<file path="src/sv/linear_probe_hash_table_unit_macros.svh">
// Assertion macros for the hash table unit.
`ifndef LINEAR_PROBE_HASH_TABLE_UNIT_MACROS_SVH
`define LINEAR_PROBE_HASH_TABLE_UNIT_MACROS_SVH
`ifndef SYNTH
`define LPH_ASSERT_IMP(label, clk, rst_n, a, c) \
	label: assert property (@(posedge clk) disable iff (!rst_n) (a) |-> (c)) \
		else $error("assertion failed");
`define LPH_ASSERT_NXT(label, clk, rst_n, a, c) \
	label: assert property (@(posedge clk) disable iff (!rst_n) (a) |=> (c)) \
		else $error("assertion failed");
`else
`define LPH_ASSERT_IMP(label, clk, rst_n, a, c)
`define LPH_ASSERT_NXT(label, clk, rst_n, a, c)
`endif
`endif

</file>
<file path="src/sv/lpht_pkg.sv">
// Package with shared types and constants of the hash table unit.
package lpht_pkg;
	localparam logic [31:0] FNV_OFFSET = 32'd2166136261;
	localparam logic [31:0] FNV_PRIME = 32'd16777619;
	localparam int CAP_PAD = 8;
	localparam logic [1:0] ST_FOUND = 2'd0;
	localparam logic [1:0] ST_INSERTED = 2'd1;
	localparam logic [1:0] ST_NOT_FOUND = 2'd2;
	localparam logic [1:0] ST_FULL = 2'd3;
	typedef enum logic [3:0] {
		S_CLEAR, S_IDLE, S_HASH, S_MOD, S_READ, S_CHECK, S_OUT
	} state_t;
endpackage

</file>
<file path="src/sv/lpht_mod.sv">
// Restoring remainder of a 32-bit hash by the capacity, one bit a cycle.
module lpht_mod #(
	parameter int CW = 11
) (
	input  logic          clk,
	input  logic          arst_n,
	input  logic          start,
	input  logic [31:0]   dividend,
	input  logic [CW-1:0] divisor,
	output logic          done,
	output logic [CW-1:0] rem
);
	import lpht_pkg::*;
	logic [31:0] d_q;
	logic [CW:0] r_q;
	logic [5:0] n_q;
	logic busy_q;
	logic [CW:0] sh;
	assign sh = {r_q[CW-1:0], d_q[31]};
	always_ff @(posedge clk or negedge arst_n) begin
		if (!arst_n) begin
			busy_q <= 1'b0;
			n_q <= '0;
		end else if (start) begin
			busy_q <= 1'b1;
			n_q <= 6'd0;
		end else if (busy_q) begin
			if (n_q == 6'd32) busy_q <= 1'b0;
			else n_q <= n_q + 6'd1;
		end
	end
	always_ff @(posedge clk) begin
		if (start) begin
			d_q <= dividend;
			r_q <= '0;
		end else if (busy_q && n_q != 6'd32) begin
			d_q <= d_q << 1;
			r_q <= (sh >= {1'b0, divisor}) ? sh - {1'b0, divisor} : sh;
		end
	end
	assign done = busy_q && n_q == 6'd32;
	assign rem = r_q[CW-1:0];
endmodule

</file>
<file path="config.mk">
export PLATFORM = sky130hd
export DESIGN_NAME = lpht_mod
export DESIGN_NICKNAME = d
export VERILOG_FILES = /design/src/sv/linear_probe_hash_table_unit_macros.svh /design/src/sv/lpht_pkg.sv /design/src/sv/lpht_mod.sv
export SDC_FILE = /design/constraint.sdc
export NUM_CORES = 1
export LEC_CHECK = 0
export BUFFER_PORTS_ARGS = -buffer_cell sky130_fd_sc_hd__buf_2
export CORE_UTILIZATION = 59
export CTS_BUF_LIST = sky130_fd_sc_hd__clkbuf_16
export DETAILED_ROUTE_END_ITERATION = 8
export PLACE_DENSITY = 0.94
export SETUP_SLACK_MARGIN = 0.15
export SLEW_MARGIN = 10
export SYNTH_ARGS = -nofsm -noshare
export SYNTH_HDL_FRONTEND = slang
export SYNTH_SLANG_ARGS = --single-unit
</file>
<file path="constraint.sdc">
create_clock -name clk -period 3.77 [get_ports clk]
set_input_delay 0.754 -clock clk [delete_from_list [all_inputs] [get_ports clk]]
set_output_delay 0.754 -clock clk [all_outputs]
set_load 0.03 [all_outputs]
</file>
# Yosys cells after proc, flatten, opt, wreduce, memory -nomap -nowiden
# Cells that the tools add are included.
# classes
addsub,2
magnitude_cmp,1
eq_ne,3
muxes,9
n_reduce_logical,5
# op_table
operator,count
$mux W32,2
$mux W6,3
$ge A12 B11 Y1,1
$mux W11,1
$sub A11 B11 Y11,1
$add A6 B1 Y6 const B,1
$eq A6 B6 Y1 const B,1
$ne A6 B6 Y1 const B,1
$reduce_bool A2 Y1,2
$mux W1,3
$logic_and A1 B1 Y1,2
$ne A2 B2 Y1 const B,1
$reduce_and A2 Y1,1
# totals
register_bits,50
in_bits,46
output_inout_bits,12
elab_cells,24

# Depth between registers and ports, before layout
# logic_depth
depth_word,4
depth_mapped,10
mapped_depth_nobuf,9

# Worst setup path before layout
# Ideal clock, no wire load.
# synth_timing
kind,input port to flip-flop
from,in divisor[0]
to,reg r_q[10]
setup_time_ns,0.132
t_arrival_ns,2.458
required_ns,3.638
setup_slack_ns,1.180
cell_stages,9
n_path_buf,1
cell_sequence,ha_1 fa_1 nand2b_1 o2bb2ai_2 a211oi_4 a211oi_4 buf_6 a41oi_1 o41ai_1
# synth_via
elab_chain_cells,2
word_cells_on_any_way,3
cone_classes,1 x add/sub; 1 x order compare; 1 x mux
# synth_rtl
item,line_no,source
"start, declared",lpht_mod.sv:9,"input logic [CW-1:0] divisor,"
$sub A11 B11 Y11 / $ge A12 B11 Y1 (equally long branches),lpht_mod.sv:38,"r_q <= (sh >= {1'b0, divisor}) ? sh - {1'b0, divisor} : sh;"
$mux W11 (*),lpht_mod.sv:38,
"end signal, assigned",lpht_mod.sv:38,
"end, declared",lpht_mod.sv:15,logic [CW:0] r_q;
# Every way passes the cells marked *; elsewhere a longest branch is shown, timed or not.
# A chain may end at the register's enable or synchronous reset.

# Worst setup path in the final report
# layout_timing
from,in divisor[0]
to,reg r_q[1]
# The elaborated chain is that of the path after synthesis.

==> flow_summary.toml <==
[sta]
drv_slew = 0
finClkSkew_ns = 0.01134
holdWs_ns = 0.2837
finalCritPeriodShare_pct = 70.58
rsz0062_at_grt = "no"
worst_slack_ns = 1.109
finalSetupViolations = 0
tightest_slew_ns = 0.7634
min_period_ns = 2.661
finalHoldViolCount = 0
max_freq_mhz = 375.8
fin_setup_tns_ns = 0
relSlewSlack_pct = 48.95

[power_and_ir_drop]
vdd_drop_max_mv = 0.5388
power_w = 0.002155
leakage_nw = 1.467
powerDensity_mw_per_mm2 = 652.2

[floorplanning]
ios = 58
die_area_sq_mm = 0.005091
dieHeight_microns = 71.35
initial_core_util_pct = 63.42
fp.dieW_microns = 71.35
fp-row-count = 24
core_sq_mm = 0.004474

[worst_setup_path]
cp_max_fo = 17
arrival_ns = 2.88
cp-end-kind = "flop"
reg2reg_slack_ns = 1.18
setup.worst_path.start_class = "primary input"
worstSetupPathType = "in2reg"
cp.required_ns = 3.99

[drt]
wirelength_microns = 5949
via_per_inst = 6.138
drc_errors = 4
wl_met2_microns = 3020
ant_nets = 0
routed-wl-met3_microns = 301
dr.pass1.iters = 7
routedLengthMet1_microns = 2513
vias = 2142
routedWlPerCell_microns = 17.05
highest_layer = "met4"
first_iter_violations = 190

[cells_and_area]
num-nets-final = 356
fin_area_sq_mm = 0.003304
final_layout_size_suffix_gt1_share_pct = 37.71
syn2layout_area_growth_pct = 16.45
antenna_cells = 0

[synth]
synth_fp_nets = 302
avgSynthCellArea_sq_um = 11.73
yosys.area.top_type_share_pct = 33.86
synth_top_area_cell = "edfxtp_1"
ys_seq_elements = 50
ys_types = 54
synth-main-ff-cell = "edfxtp_1"
synth_edf_count = 32
synthCells = 242
synthTopCellsByArea = "edfxtp_1, mux2_2, dfxtp_1"
async_reset_ff_share_pct = 14.00
ys_warn_count = 0
syn-cell-area_sq_mm = 0.002838
synth_seq_area_share_pct = 47.80

[clock_tree]
cts_tree = "built"
cts_root_buf = "clkbuf_16"
clkSlewWorstSetupHoldPaths_ns = 0.07
hold_buffers = 0
clk_latency_ns = 0.30
clkSinkCount = 50
cts-resized-gates = 0
htreeDepth = 2
postCtsSetupBuffers = 0
clock_path_buffers = 2
cts_made_buffers = 5

[grt]
grt_overflow = 0
grt_pass1_wl_microns = 9784
grt_usage_pct = 25.30
antenna_found_initial = 0
grt_pass1_vias = 2052
grt_max_degree = 34

[place]
gp_congestion = 0.9129
port_buffers = 57
placed_area_sq_mm = 0.003132
dpl.hpwl_microns = 3991
dp_worst_setup_slack_ns = 0.8069

[outcome]
outcome = "finished with violations"
violations = "design-rule violations"

[hold_path]
hp-class = "in2async"

[job]
cap_violations = 0
[routing by layer]
| layer | vias to the layer above | GRT usage (%) |
|---|---|---|
| met1 | 1042 | 32.67 |
| li1 | 1006 | - |
| met2 | 82 | 43.39 |
| met4 | 0 | 9.333 |
| met3 | 12 | 3.938 |
| met5 | - | 0 |
[layout make-up]
cell class	instances	area, sq um
well taps	52	65.06
multi-input cells	161	1339
flip-flops and latches	50	1356
clock inverters	3	47.55
clock buffers	5	125.1
fillers	288	1170
repair buffers	59	300.3
inverters	19	71.32
[cell families (layout without fill, tap and decap cells)]
logic type	Yosys count	after routing	share of synthesized area, %
simple gates	53	53	10.01
flops	50	50	47.80
compound gates	48	48	13.32
mux	37	37	14.64
fa+ha+maj	14	14	6.438
buf+inv	31	86	5.026
xor+xnor	9	9	2.778
[synthesized netlist by cell type (5+ instances only)]
library cell,number
inv_1,19
mux2_2,32
nand3_1,6
nor2_1,11
edfxtp_1,32
a21oi_1,9
dfrtp_1,7
nand2_1,11
clkbuf_1,5
o21ai_0,12
xnor2_1,5
ha_1,13
dfxtp_1,11
[worst paths after layout]
check	to	from	cells after the start
max	r_q[1]	divisor[0]	9
min	n_q[1]	arst_n	1
max reg2reg	r_q[1]	d_q[31]	9
min reg2reg	r_q[8]	r_q[8]	2
max in group asynchronous	n_q[5]	arst_n	1
min in group clk	r_q[8]	r_q[8]	2
[worst max-delay path: stages]
cell and delay [ns]:
buf_2 0.08, ha_1 0.18, fa_1 0.22, nand2b_1 0.14
o2bb2ai_2 0.21, a211oi_4 0.13, a211oi_4 0.63, mux2_4 0.36
o31ai_2 0.17
[flip-flops by register name, summed over array words and instances (netlist names)]
name and flops:
busy_q 1, n_q 6, r_q 11, d_q 32
[cells in the final DEF, fill, tap and decap left out, types with 3 or more instances in the layout]
cell       Yosys  final
buf_2          2     57
mux2_2        32     32
edfxtp_1      32     32
inv_1         19     19
ha_1          13     13
o21ai_0       12     12
nand2_1       11     11
nor2_1        11     11
dfxtp_1       11     11
a21oi_1        9      9
dfrtp_1        7      7
nand3_1        6      6
xnor2_1        5      5
clkbuf_16      0      5
nand4_1        4      4
a31oi_1        4      4
xor2_1         4      4
nor2b_1        4      4
mux2i_1        4      4
o41ai_1        4      4
and3_1         3      3
[through the flow]
| step | util [%] | std cells |
|---|---|---|
| after floorplan | - | 242 |
| after global placement | 69.99 | 341 |
| after detailed placement | 69.99 | 341 |
| after CTS | 73.85 | 349 |
| after global routing | 73.85 | 349 |
| final | 73.85 | 349 |
[where the power goes]
| part | total, W | switching [W] | leakage (nW) | internal [W] |
|---|---|---|---|---|
| Sequential | 0.000749 | 0.0000707 | 0.521 | 0.000678 |
| Clock | 0.000526 | 0.000209 | 0.0844 | 0.000317 |
| Combinational | 0.000881 | 0.000510 | 0.861 | 0.000371 |
| Total | 0.00216 | 0.000789 | 1.47 | 0.00137 |
(Power assumes the default switching activity.)
