**src/sv/linear_probe_hash_table_unit_macros.svh**
```systemverilog
// Assertion macros for the hash table unit.
`ifndef LINEAR_PROBE_HASH_TABLE_UNIT_MACROS_SVH
`define LINEAR_PROBE_HASH_TABLE_UNIT_MACROS_SVH
`ifndef SYNTH
`define LPH_ASSERT_IMP(label, clk, rst_n, a, c) \
	label: assert property (@(posedge clk) disable iff (!rst_n) (a) |-> (c)) \
		else $error("assertion failed");
`define LPH_ASSERT_NXT(label, clk, rst_n, a, c) \
	label: assert property (@(posedge clk) disable iff (!rst_n) (a) |=> (c)) \
		else $error("assertion failed");
`else
`define LPH_ASSERT_IMP(label, clk, rst_n, a, c)
`define LPH_ASSERT_NXT(label, clk, rst_n, a, c)
`endif
`endif

```
**src/sv/lpht_pkg.sv**
```systemverilog
// Package with shared types and constants of the hash table unit.
package lpht_pkg;
	localparam logic [31:0] FNV_OFFSET = 32'd2166136261;
	localparam logic [31:0] FNV_PRIME = 32'd16777619;
	localparam int CAP_PAD = 8;
	localparam logic [1:0] ST_FOUND = 2'd0;
	localparam logic [1:0] ST_INSERTED = 2'd1;
	localparam logic [1:0] ST_NOT_FOUND = 2'd2;
	localparam logic [1:0] ST_FULL = 2'd3;
	typedef enum logic [3:0] {
		S_CLEAR, S_IDLE, S_HASH, S_MOD, S_READ, S_CHECK, S_OUT
	} state_t;
endpackage

```
**src/sv/lpht_hash.sv**
```systemverilog
// Byte-serial FNV-1a hash of a normalized key.
module lpht_hash #(
	parameter int KEY_BYTES = 8
) (
	input  logic        clk,
	input  logic        arst_n,
	input  logic        start,
	input  logic [63:0] key,
	output logic        done,
	output logic [31:0] hash
);
	import lpht_pkg::*;
	localparam int BW = (KEY_BYTES > 1) ? $clog2(KEY_BYTES + 1) : 1;
	logic [31:0] h_q;
	logic [63:0] k_q;
	logic [BW-1:0] n_q;
	logic busy_q;
	logic [31:0] x;
	assign x = h_q ^ {24'd0, k_q[7:0]};
	always_ff @(posedge clk or negedge arst_n) begin
		if (!arst_n) begin
			busy_q <= 1'b0;
			n_q <= '0;
		end else if (start) begin
			busy_q <= 1'b1;
			n_q <= '0;
		end else if (busy_q) begin
			if (k_q[7:0] == 8'd0 || n_q == BW'(KEY_BYTES)) busy_q <= 1'b0;
			else n_q <= n_q + 1'b1;
		end
	end
	always_ff @(posedge clk) begin
		if (start) begin
			h_q <= FNV_OFFSET;
			k_q <= key;
		end else if (busy_q && k_q[7:0] != 8'd0 && n_q != BW'(KEY_BYTES)) begin
			h_q <= x * FNV_PRIME;
			k_q <= k_q >> 8;
		end
	end
	assign done = busy_q && (k_q[7:0] == 8'd0 || n_q == BW'(KEY_BYTES));
	assign hash = h_q;
endmodule

```
**config.mk**
```make
export PLATFORM = sky130hd
export DESIGN_NAME = lpht_hash
export DESIGN_NICKNAME = d
export VERILOG_FILES = /design/src/sv/linear_probe_hash_table_unit_macros.svh /design/src/sv/lpht_pkg.sv /design/src/sv/lpht_hash.sv
export SDC_FILE = /design/constraint.sdc
export NUM_CORES = 1
export LEC_CHECK = 0
export BUFFER_PORTS_ARGS = -buffer_cell sky130_fd_sc_hd__buf_2
export CELL_PAD_IN_SITES_DETAIL_PLACEMENT = 0
export CELL_PAD_IN_SITES_GLOBAL_PLACEMENT = 1
export CORE_ASPECT_RATIO = 1.5
export CORE_MARGIN = 4
export CORE_UTILIZATION = 25
export CTS_CLUSTER_DIAMETER = 100
export DETAILED_ROUTE_END_ITERATION = 12
export GPL_ROUTABILITY_DRIVEN = 1
export GPL_TIMING_DRIVEN = 0
export PLACE_DENSITY = 0.56
export SETUP_SLACK_MARGIN = 0.05
export SKIP_CTS_REPAIR_TIMING = 1
export SLEW_MARGIN = 15
export SYNTH_ARGS = -nofsm -noshare
export SYNTH_HDL_FRONTEND = slang
export SYNTH_SLANG_ARGS = --single-unit
```
**constraint.sdc**
```tcl
create_clock -name clk -period 16.6 [get_ports clk]
set_clock_uncertainty 0.15 [all_clocks]
set_input_delay 0.83 -clock clk [delete_from_list [all_inputs] [get_ports clk]]
set_output_delay 0.83 -clock clk [all_outputs]
set_load 0.02 [all_outputs]
```
---- Word level (Yosys, flattened, before mapping) ----
Cells that the tools add are included.
storage, ports and cells
  output and inout port bits .............. 33
  input port bits ......................... 67
  flip-flop bits (word level) ............. 101
  word-level logic and storage cells ...... 27
cells by class
  add/sub/neg operators ................... 1
  multiplexer cells ....................... 8
  reductions and logical operators ........ 9
  eq/ne operators ......................... 3
  multipliers ............................. 1
  bitwise gates (word level) .............. 1
operators by type and width
  kind                                                                    count
  64-bit two-way mux                                                      2
  32-bit by 25-bit multiplier with 32-bit output (second input constant)  1
  32-bit by 8-bit bitwise XOR with 32-bit output                          1
  4-bit two-way mux                                                       3
  8-bit zero test                                                         1
  8-bit nonzero test                                                      1
  4-bit by 1-bit adder with 4-bit output (second input constant)          1
  4-bit == test (second input constant)                                   1
  4-bit != test (second input constant)                                   1
  2-bit nonzero test                                                      2
  1-bit logical AND                                                       3
  1-bit two-way mux                                                       3
  2-bit != test (second input constant)                                   1
  2-bit AND reduction                                                     1
  1-bit logical OR                                                        1

---- Longest topological paths before layout ----
Gate-level depths: netlist (run 1).
  word-level depth ........................ 5
  gate-level depth with buffers ........... 21
  mapped depth without buffers ............ 21

---- Worst setup path before layout (run 1) ----
No wires, ideal clock.
  kind .................................... reg-to-reg
  start point ............................. register h_q[7], in the netlist hash[7]
  end point ............................... register h_q[25], in the netlist hash[25]
  period minus slack after synthesis ...... 5.437 ns
  data arrival time ....................... 5.225 ns
  cell stages (with the launch flop) ...... 20
  library setup time ...................... 0.062 ns
  slack ................................... 11.163 ns
  buffers on the path ..................... 0
  path through ............................ dfxtp_1 -> xnor2_1 -> inv_1 -> ha_1 -> ha_1 -> fa_1 -> ha_1 -> fa_1 -> ha_1 -> inv_1 -> fa_1 -> inv_1 -> ha_1 -> a21oi_1 -> o21ai_0 -> o41ai_2 -> a2bb2oi_1 -> o211ai_1 -> a2111o_1 -> nand3_1
between the ends
  longest elaborated chain between the ends .. 2
ends and longest elaborated chain
  what                                            RTL line         RTL
  from (decl)                                     lpht_hash.sv:14  logic [31:0] h_q;
  from (signal assigned)                          lpht_hash.sv:37  h_q <= x * FNV_PRIME;
  32-bit by 8-bit bitwise XOR with 32-bit output  lpht_hash.sv:19  assign x = h_q ^ {24'd0, k_q[7:0]};
  32-bit by 25-bit multiplier with 32-bit output  lpht_hash.sv:37
No other way between the ends.
A chain may end at the register's enable or synchronous reset.

---- Worst setup path after layout (run 1) ----
  start point ............................. register k_q[7]
  end point ............................... register h_q[31], in the netlist hash[31]
between the ends
  longest elaborated chain between the ends .. 3
  elaborated cells on any way between the ends .. 5
  those cells by class .................... mul: 1; bitwise: 1; reduce/logical: 3
ends and longest elaborated chain
  what                                                                                    RTL line         RTL
  from (decl)                                                                             lpht_hash.sv:15  logic [63:0] k_q;
  from (signal assigned)                                                                  lpht_hash.sv:35  k_q <= key;
  from (signal assigned)                                                                  lpht_hash.sv:38  k_q <= k_q >> 8;
  branches (longest 3 deep; another with 32-bit by 25-bit multiplier with 32-bit output)  -
Parallel ways; which one is timed is not known.

==> flow_summary.yaml, run 1 <==
outcome:
  status: "completed"
worst_setup_path:
  worstSetupPathType: "flop to flop"
  reg2regPathDepth: 19
  crit_fanout: 5
  r2r-start: "k_q[7]$_DFFE_PP_"
  end_kind: "flop"
  r2r_slack_ns: 9.75
  cp_data_arrival_time_ns: 6.94
  required_ns: 16.69
  cp-start-kind: "flop"
  r2r_end: "hash[31]$_SDFFE_PP1P_"
logic_synthesis:
  netlist_top_cells_area: "ha_1 (23%), edfxtp_1 (19%), fa_1 (15%), inv_1 (6.9%), dfxtp_1 (6.4%)"
  ys_async_sr_fraction: 0.0495
  ys_ff_latch: 101
  yosysSeqAreaShare: 0.269
  syn-mean-instance-area_sq_um: 10.5
  synth_cell_types: 62
  synth_top_area_frac: 0.233
  synth_edf_count: 64
  ys.flop_type: "edfxtp_1"
  synthCells: 948
  syn-num-nets: 1275
  synth_area_sq_um: 9990
  synth_top_cell_by_area: "ha_1"
  ys_warn_count: 0
cells_and_area:
  final_cell_mix: "ha_1 (186), inv_1 (184), buf_2 (99)"
  seq_area_sq_um: 2690
  multi_input_area_sq_um: 6360
  design_area_sq_um: 11400
  nets: 1385
  area_growth_pct: 14.4
  n_fill_cell: 4244
  stdcell_count: 1563
  layout_commonest_cell: "ha_1"
  drive_gt1_frac: 0.193
global_route:
  grt_pass1_vias: 7666
  grt_max_degree: 40
  grt_use_met1: 0.135
  gr-total-overflow: 0
  met2_usage: 0.255
  busiest_layer: "met2"
  grt_pass1_wl_mm: 43.3
  met3_usage: 0.0314
  grt_use_total: 0.131
  antenna_found_initial: 3
clock_network:
  cts.htree.levels: 3
  insertion_delay_ns: 0.35
  cts.sinks: 101
  clk_pin_slew_ns: 0.07
  cts_buffers: 9
  clockBufferDepth: 2
  root_buffer: "clkbuf_16"
  cts_tree: "yes"
timing:
  fin_crit_sh: 0.413
  hold_violations: 0
  rsz0062_at_grt: "false"
  setup_viol: 0
  worst_pin_slew_ns: 1.21
  max_slew_margin: 0.185
  max_freq_mhz: 146
  post-route-min-period_ns: 6.85
  maxSlewViolCount: 0
  fin_setup_tns_ns: 0
detailed_routing:
  via_count: 6910
  wirelength_mm: 27.2
  final_antenna_net_count: 0
  drt_first_pass_iters: 6
  wl_per_cell_um: 17.4
  drt_iter0_drc: 191
  drcViolationCount: 0
  via_per_inst: 4.42
floorplan:
  die_width_um: 171
  coreArea_sq_um: 39400
  ios: 100
  die_area_sq_um: 43300
  placementRows: 89
  initial_utilization: 0.253
  dieHeight_um: 253
placement:
  hpwl_mm: 23.0
  dp.cells: 1547
  io_buffers: 98
  place.gp.congestion: 0.828
  postPlaceCellArea_sq_um: 11100
job:
  max_cap_violations: 0
worst_hold_path:
  hp-class: "input port to async pin"
registers in the layout, indices dropped and copies added, names as in the netlist:
name,flops
busy_q,1
k_q,64
n_q,4
hash,32
cell families after synthesis:
kind of cell	share of synthesized area
muxes	0.0631
adders and majority gates	0.381
buffers and inverters	0.0952
DFF	0.269
xor gates and xnor gates	0.0408
and+or+nand+nor	0.0666
AOI/OAI and AO/OA	0.0841
critical path, cell delays in order, from the launching register on:
cell and delay [ns]:
edfxtp_1 0.41, xnor2_1 0.95, inv_1 0.39, ha_1 0.39
ha_1 0.28, fa_1 0.45, ha_1 0.22, fa_1 0.48
ha_1 0.28, inv_1 0.05, fa_1 0.53, inv_1 0.04
ha_1 0.35, a21oi_1 0.14, o21ai_0 0.16, o41ai_2 0.50
a2bb2oi_1 0.30, o21ai_1 0.24, a211o_1 0.31, o311a_1 0.12
routing by layer:
| metal | vias to the layer above | part of all wire |
|---|---|---|
| met4 | 2 | 0.029 |
| li1 | 3406 | - |
| met2 | 125 | 0.56 |
| met1 | 3342 | 0.36 |
| met5 | - | 0.00074 |
| met3 | 35 | 0.054 |
stage by stage:
step / util / hold WS, ns / worst slack, ns
floorplan: - / 0.354 / 11.16
global placement: 0.282 / 0.336 / 9.67
detailed placement: 0.282 / 0.339 / 9.65
CTS: 0.290 / 0.126 / 9.64
global route: 0.290 / 0.136 / 9.49
finish: 0.290 / 0.129 / 9.75
how the worst max path moves through the flow:
stage | start | endpoint | slack [ns]
6_report | k_q[7]$_DFFE_PP_ | hash[31]$_SDFFE_PP1P_ | 9.75
5_1_grt | k_q[7]$_DFFE_PP_ | hash[28]$_SDFFE_PP0P_ | 9.49
4_1_cts | k_q[7]$_DFFE_PP_ | hash[31]$_SDFFE_PP1P_ | 9.64
3_5_place_dp | k_q[7]$_DFFE_PP_ | hash[31]$_SDFFE_PP1P_ | 9.65
3_3_place_gp | k_q[7]$_DFFE_PP_ | hash[31]$_SDFFE_PP1P_ | 9.67
2_1_floorplan | hash[7]$_SDFFE_PP1P_ | hash[25]$_SDFFE_PP0P_ | 11.16
cell type report:
class / instances / share of cell area
diodes: 1 / 0.000219
plain buffers: 45 / 0.0228
clock buffers: 9 / 0.0197
clock inverters: 6 / 0.00624
inverters: 184 / 0.0604
multi-input cells: 618 / 0.556
flip-flops and latches: 101 / 0.235
well taps: 500 / 0.0547
repair buffers: 99 / 0.0446
synth_stat cells (5+ instances only):
master	instances
nand3_1	17
nand2_1	47
buf_4	24
inv_1	184
o211ai_1	13
a21oi_1	32
and2_1	13
xnor2_1	23
mux2_2	56
and3_1	10
edfxtp_1	64
ha_1	186
a211oi_1	6
dfxtp_1	32
a21o_1	10
nor2_1	23
dfrtp_1	5
xor2_1	21
fa_1	74
o21bai_1	5
clkbuf_1	16
o21ai_0	21
Power of run 1 is not shown: default switching activity piles up to over one toggle a cycle in this logic, so the estimate is an artifact.
==> run 2, diff against run 1 <==
- clock period: 16.6 -> 7 ns (I/O delays scaled with it)
==> run 2 against run 1 <==
Cell area rose by 0.15%. Sequential share of layout area hardly changed. Setup slack worse by 9.2 ns. Final cell count about the same. Fmax up 6.9%. Wire length is 0.33% higher. Non-clock buffer count increased by 1. Global-route usage unchanged. Register-to-register slack lost 9.2 ns. First-iteration DRC count is 8.9% lower. Core utilization is essentially flat.
==> flow_summary.yaml, run 2 (synthesis results as in run 1) <==
outcome:
  status: "completed"
detailed_routing:
  drt_iter0_drc: 174
  drt_first_pass_iters: 6
  final_antenna_net_count: 0
  via_count: 6931
  via_per_inst: 4.43
  drcViolationCount: 0
  wirelength_mm: 27.3
  wl_per_cell_um: 17.4
placement:
  io_buffers: 98
  hpwl_mm: 23.0
  place.gp.congestion: 0.828
worst_setup_path:
  worstSetupPathType: "flop to flop"
  end_kind: "flop"
  required_ns: 7.09
  crit_fanout: 9
  cp-start-kind: "flop"
  cp_data_arrival_time_ns: 6.50
clock_network:
  insertion_delay_ns: 0.35
  cts_buffers: 9
  root_buffer: "clkbuf_16"
  clockBufferDepth: 2
  clk_pin_slew_ns: 0.08
  cts.sinks: 101
  cts_tree: "yes"
  cts.htree.levels: 3
timing:
  post-route-min-period_ns: 6.40
  setup_viol: 0
  hold_violations: 0
  fin_setup_tns_ns: 0
  hold_ws_ns: 0.117
  worst_pin_slew_ns: 1.02
  rsz0062_at_grt: "false"
  fin_crit_sh: 0.915
  max_slew_margin: 0.319
  maxSlewViolCount: 0
  max_freq_mhz: 156
floorplan:
  coreArea_sq_um: 39400
  dieHeight_um: 253
  die_width_um: 171
  initial_utilization: 0.253
  placementRows: 89
  ios: 100
  die_area_sq_um: 43300
cells_and_area:
  final_cell_mix: "ha_1 (186), inv_1 (184), buf_2 (99)"
  drive_gt1_frac: 0.194
  largest_reg_flops: 64
  area_growth_pct: 14.6
  layout_commonest_cell: "ha_1"
  nets: 1386
  top_register: "k_q"
global_route:
  met2_usage: 0.255
  grt_use_total: 0.131
  grt_max_degree: 40
  grt_pass1_wl_mm: 43.3
  busiest_layer: "met2"
  grt_pass1_vias: 7666
  antenna_found_initial: 3
  gr-total-overflow: 0
  met3_usage: 0.0314
  grt_use_met1: 0.135
worst_hold_path:
  hp-class: "input port to flop"
job:
  max_cap_violations: 0
==> run 2: changes by cell type in the layout (fill, tap and decap cells not counted), sizes merged <==
cell         before  now
dlygate4sd3       0    1
==> run 2: final cells by class <==
type                    count  area [sq um]
clock buffers               9           225
flip-flops and latches    101          2690
multi-input cells         618          6370
well taps                 500           626
inverters                 184           691
plain buffers              45           260
clock inverters             6          71.3
diodes                      1          2.50
repair buffers            100           520
fillers                  4240         28000
==> run 2: worst max-delay path: stages, from the launching register on <==
cell,delay [ns]
dfxtp_1,0.48
xor2_1,0.82
ha_1,0.38
ha_1,0.30
fa_1,0.44
ha_1,0.20
inv_1,0.06
fa_1,0.40
inv_1,0.06
ha_1,0.13
inv_1,0.05
fa_1,0.51
inv_1,0.04
ha_1,0.26
buf_2,0.17
a21oi_1,0.23
o21ai_0,0.16
a221oi_1,0.57
o2bb2ai_1,0.24
o211ai_2,0.20
a2111oi_1,0.10
a311o_1,0.34
==> run 2: routing by layer <==
layer / up-vias / part of all wire / wire, um
met5: - / 0.00073 / 20
met4: 2 / 0.031 / 834
met3: 38 / 0.057 / 1560
met2: 134 / 0.55 / 15100
met1: 3355 / 0.36 / 9760
li1: 3402 / - / -
==> run 2: final timing paths <==
check                                     start                     to  slack [ns]  cells after the start
hold / removal                          key[58]  k_q[58]$_SDFFCE_PN0P_        0.12                      2
max in group asynchronous                arst_n       busy_q$_DFF_PN0_        6.36                      2
setup reg to reg           hash[5]$_SDFFE_PP0P_  hash[28]$_SDFFE_PP0P_        0.60                     21
setup / recovery           hash[5]$_SDFFE_PP0P_  hash[28]$_SDFFE_PP0P_        0.60                     21
hold reg to reg            hash[1]$_SDFFE_PP0P_   hash[1]$_SDFFE_PP0P_        0.34                      2
min in group asynchronous                arst_n     n_q[2]$_DFFE_PN0P_        0.21                      2
==> run 2: stage by stage <==
step                area, sq um   util  cells  setup slack [ns]
finish                    11500  0.291   1564             0.595
CTS                       11400  0.290   1562            0.0383
floorplan                  9990      -    948              1.56
global route              11400  0.290   1563             0.279
global placement          11100  0.282   1546            0.0689
detailed placement        11100  0.282   1547            0.0495
Power of run 2 is left out for the same reason.
==> run 3, diff against run 2 <==
- CORE_ASPECT_RATIO: 1.5 -> not set
- CORE_UTILIZATION: 25 -> 48
- CTS_CLUSTER_SIZE: not set -> 8
- PLACE_DENSITY: 0.56 -> 0.9
==> run 3 against run 2 <==
First-iteration DRC count grew 88%. Critical path type unchanged. Register-to-register slack lost 0.31 ns. Largest cell class unchanged. Core utilization up 26 points. Via count grew 0.43%. Final cell count fell by 15%. Sequential share of layout area rose by 0.62 points. Non-clock buffer count unchanged. Fmax down 4.6%.
==> flow_summary.yaml, run 3 (synthesis results as in run 1) <==
detailed_routing:
  wl_per_cell_um: 16.8
  wirelength_mm: 22.4
  drt_first_pass_iters: 8
  via_per_inst: 5.21
  drt_iter0_drc: 327
  via_count: 6961
  drcViolationCount: 0
  final_antenna_net_count: 0
worst_setup_path:
  end_kind: "flop"
  r2r_end: "hash[28]$_SDFFE_PP0P_"
  worstSetupPathType: "flop to flop"
  cp_data_arrival_time_ns: 6.80
  cp_top_family: "adder cells"
  cp-start-kind: "flop"
  cp.buffers_inverters: 3
  r2r_slack_ns: 0.29
  required_ns: 7.09
  crit_fanout: 6
  crit_cells: 19
  crit_slowest_cell: "xnor2_1"
  crit_path_cell_trace: "xnor2_1 > inv_1 > ha_1 > ha_1 > fa_1 > ha_1 > fa_1 > ha_1 > inv_1 > fa_1 > inv_1 > ha_1 > a21oi_1 > o21ai_0 > a221oi_1 > o2bb2ai_1 > o211ai_2 > a2111oi_1 > a311o_1"
  r2r-start: "hash[7]$_SDFFE_PP1P_"
  slowest_delay_ns: 0.92
  cpMostUsedCell: "ha_1"
  reg2regPathDepth: 19
floorplan:
  die_area_sq_um: 23200
  coreArea_sq_um: 20400
  die_width_um: 152
  placementRows: 52
  dieHeight_um: 152
  ios: 100
  initial_utilization: 0.491
timing:
  setup_viol: 0
  worst_pin_slew_ns: 1.13
  max_freq_mhz: 149
  post-route-min-period_ns: 6.71
  fin_setup_tns_ns: 0
  hold_violations: 0
  rsz0062_at_grt: "false"
  fin_crit_sh: 0.959
  maxSlewViolCount: 0
  max_slew_margin: 0.244
global_route:
  grt_use_total: 0.199
  grt_max_degree: 44
  grt_pass1_wl_mm: 37.3
  antenna_found_initial: 2
  grt_pass1_vias: 7358
  gr-total-overflow: 0
clock_network:
  cts.htree.levels: 3
  cts_buffers: 9
  clockBufferDepth: 2
  insertion_delay_ns: 0.35
  clk_pin_slew_ns: 0.07
  cts.sinks: 101
  cts_tree: "yes"
  root_buffer: "clkbuf_16"
placement:
  io_buffers: 98
  hpwl_mm: 18.3
  place.gp.congestion: 0.882
  postPlaceCellArea_sq_um: 10800
worst_hold_path:
  hp-class: "input port to flop"
  holdPathStages: 2
  min_to: "k_q[62]$_SDFFCE_PN0P_"
  min_from: "key[62]"
cells_and_area:
  nets: 1386
  top_register: "k_q"
  final_cell_mix: "ha_1 (186), inv_1 (184), buf_2 (99)"
  drive_gt1_frac: 0.192
  largest_reg_flops: 64
  design_area_sq_um: 11200
  area_growth_pct: 11.7
  layout_commonest_cell: "ha_1"
job:
  max_cap_violations: 0
outcome:
  status: "completed"
==> run 3: cell types whose count changed in the layout (fill, tap and decap cells not counted), sizes merged <==
cell	delta
clkinv	-1
clkbuf	+2
==> run 3: cell type report <==
cell class / instances / area (sq um)
multi-input cells: 618 / 6360
repair buffers: 100 / 520
clock buffers: 11 / 233
plain buffers: 45 / 260
flip-flops and latches: 101 / 2690
diodes: 1 / 2.50
well taps: 270 / 338
fillers: 1787 / 9210
inverters: 184 / 691
clock inverters: 5 / 66.3
==> run 3: metal layers <==
metal | vias to the layer above | global-route usage | part of all wire
met5 | - | 0 | 0.00031
met4 | 2 | 0.0539 | 0.023
met3 | 45 | 0.0426 | 0.057
met2 | 176 | 0.352 | 0.49
met1 | 3327 | 0.248 | 0.42
li1 | 3411 | - | -
==> run 3: how the worst max path moves through the flow <==
| stage | start | endpoint | slack (ns) |
|---|---|---|---|
| 6_report | hash[7]$_SDFFE_PP1P_ | hash[28]$_SDFFE_PP0P_ | 0.29 |
| 2_1_floorplan | hash[7]$_SDFFE_PP1P_ | hash[25]$_SDFFE_PP0P_ | 1.56 |
| 3_5_place_dp | hash[7]$_SDFFE_PP1P_ | hash[28]$_SDFFE_PP0P_ | 0.40 |
| 5_1_grt | hash[7]$_SDFFE_PP1P_ | hash[28]$_SDFFE_PP0P_ | 0.12 |
| 4_1_cts | hash[7]$_SDFFE_PP1P_ | hash[28]$_SDFFE_PP0P_ | 0.38 |
| 3_3_place_gp | hash[7]$_SDFFE_PP1P_ | hash[28]$_SDFFE_PP0P_ | 0.36 |
==> run 3: per-stage QoR <==
stage | hold WS [ns] | utilization | std cells | worst slack (ns)
CTS | -0.364 | 0.547 | 1333 | 0.376
global route | 0.133 | 0.548 | 1335 | 0.117
floorplan | -0.0956 | - | 948 | 1.56
global placement | 0.0208 | 0.531 | 1316 | 0.355
detailed placement | 0.0216 | 0.533 | 1317 | 0.398
finish | 0.126 | 0.548 | 1335 | 0.285
Power of run 3 is left out for the same reason.
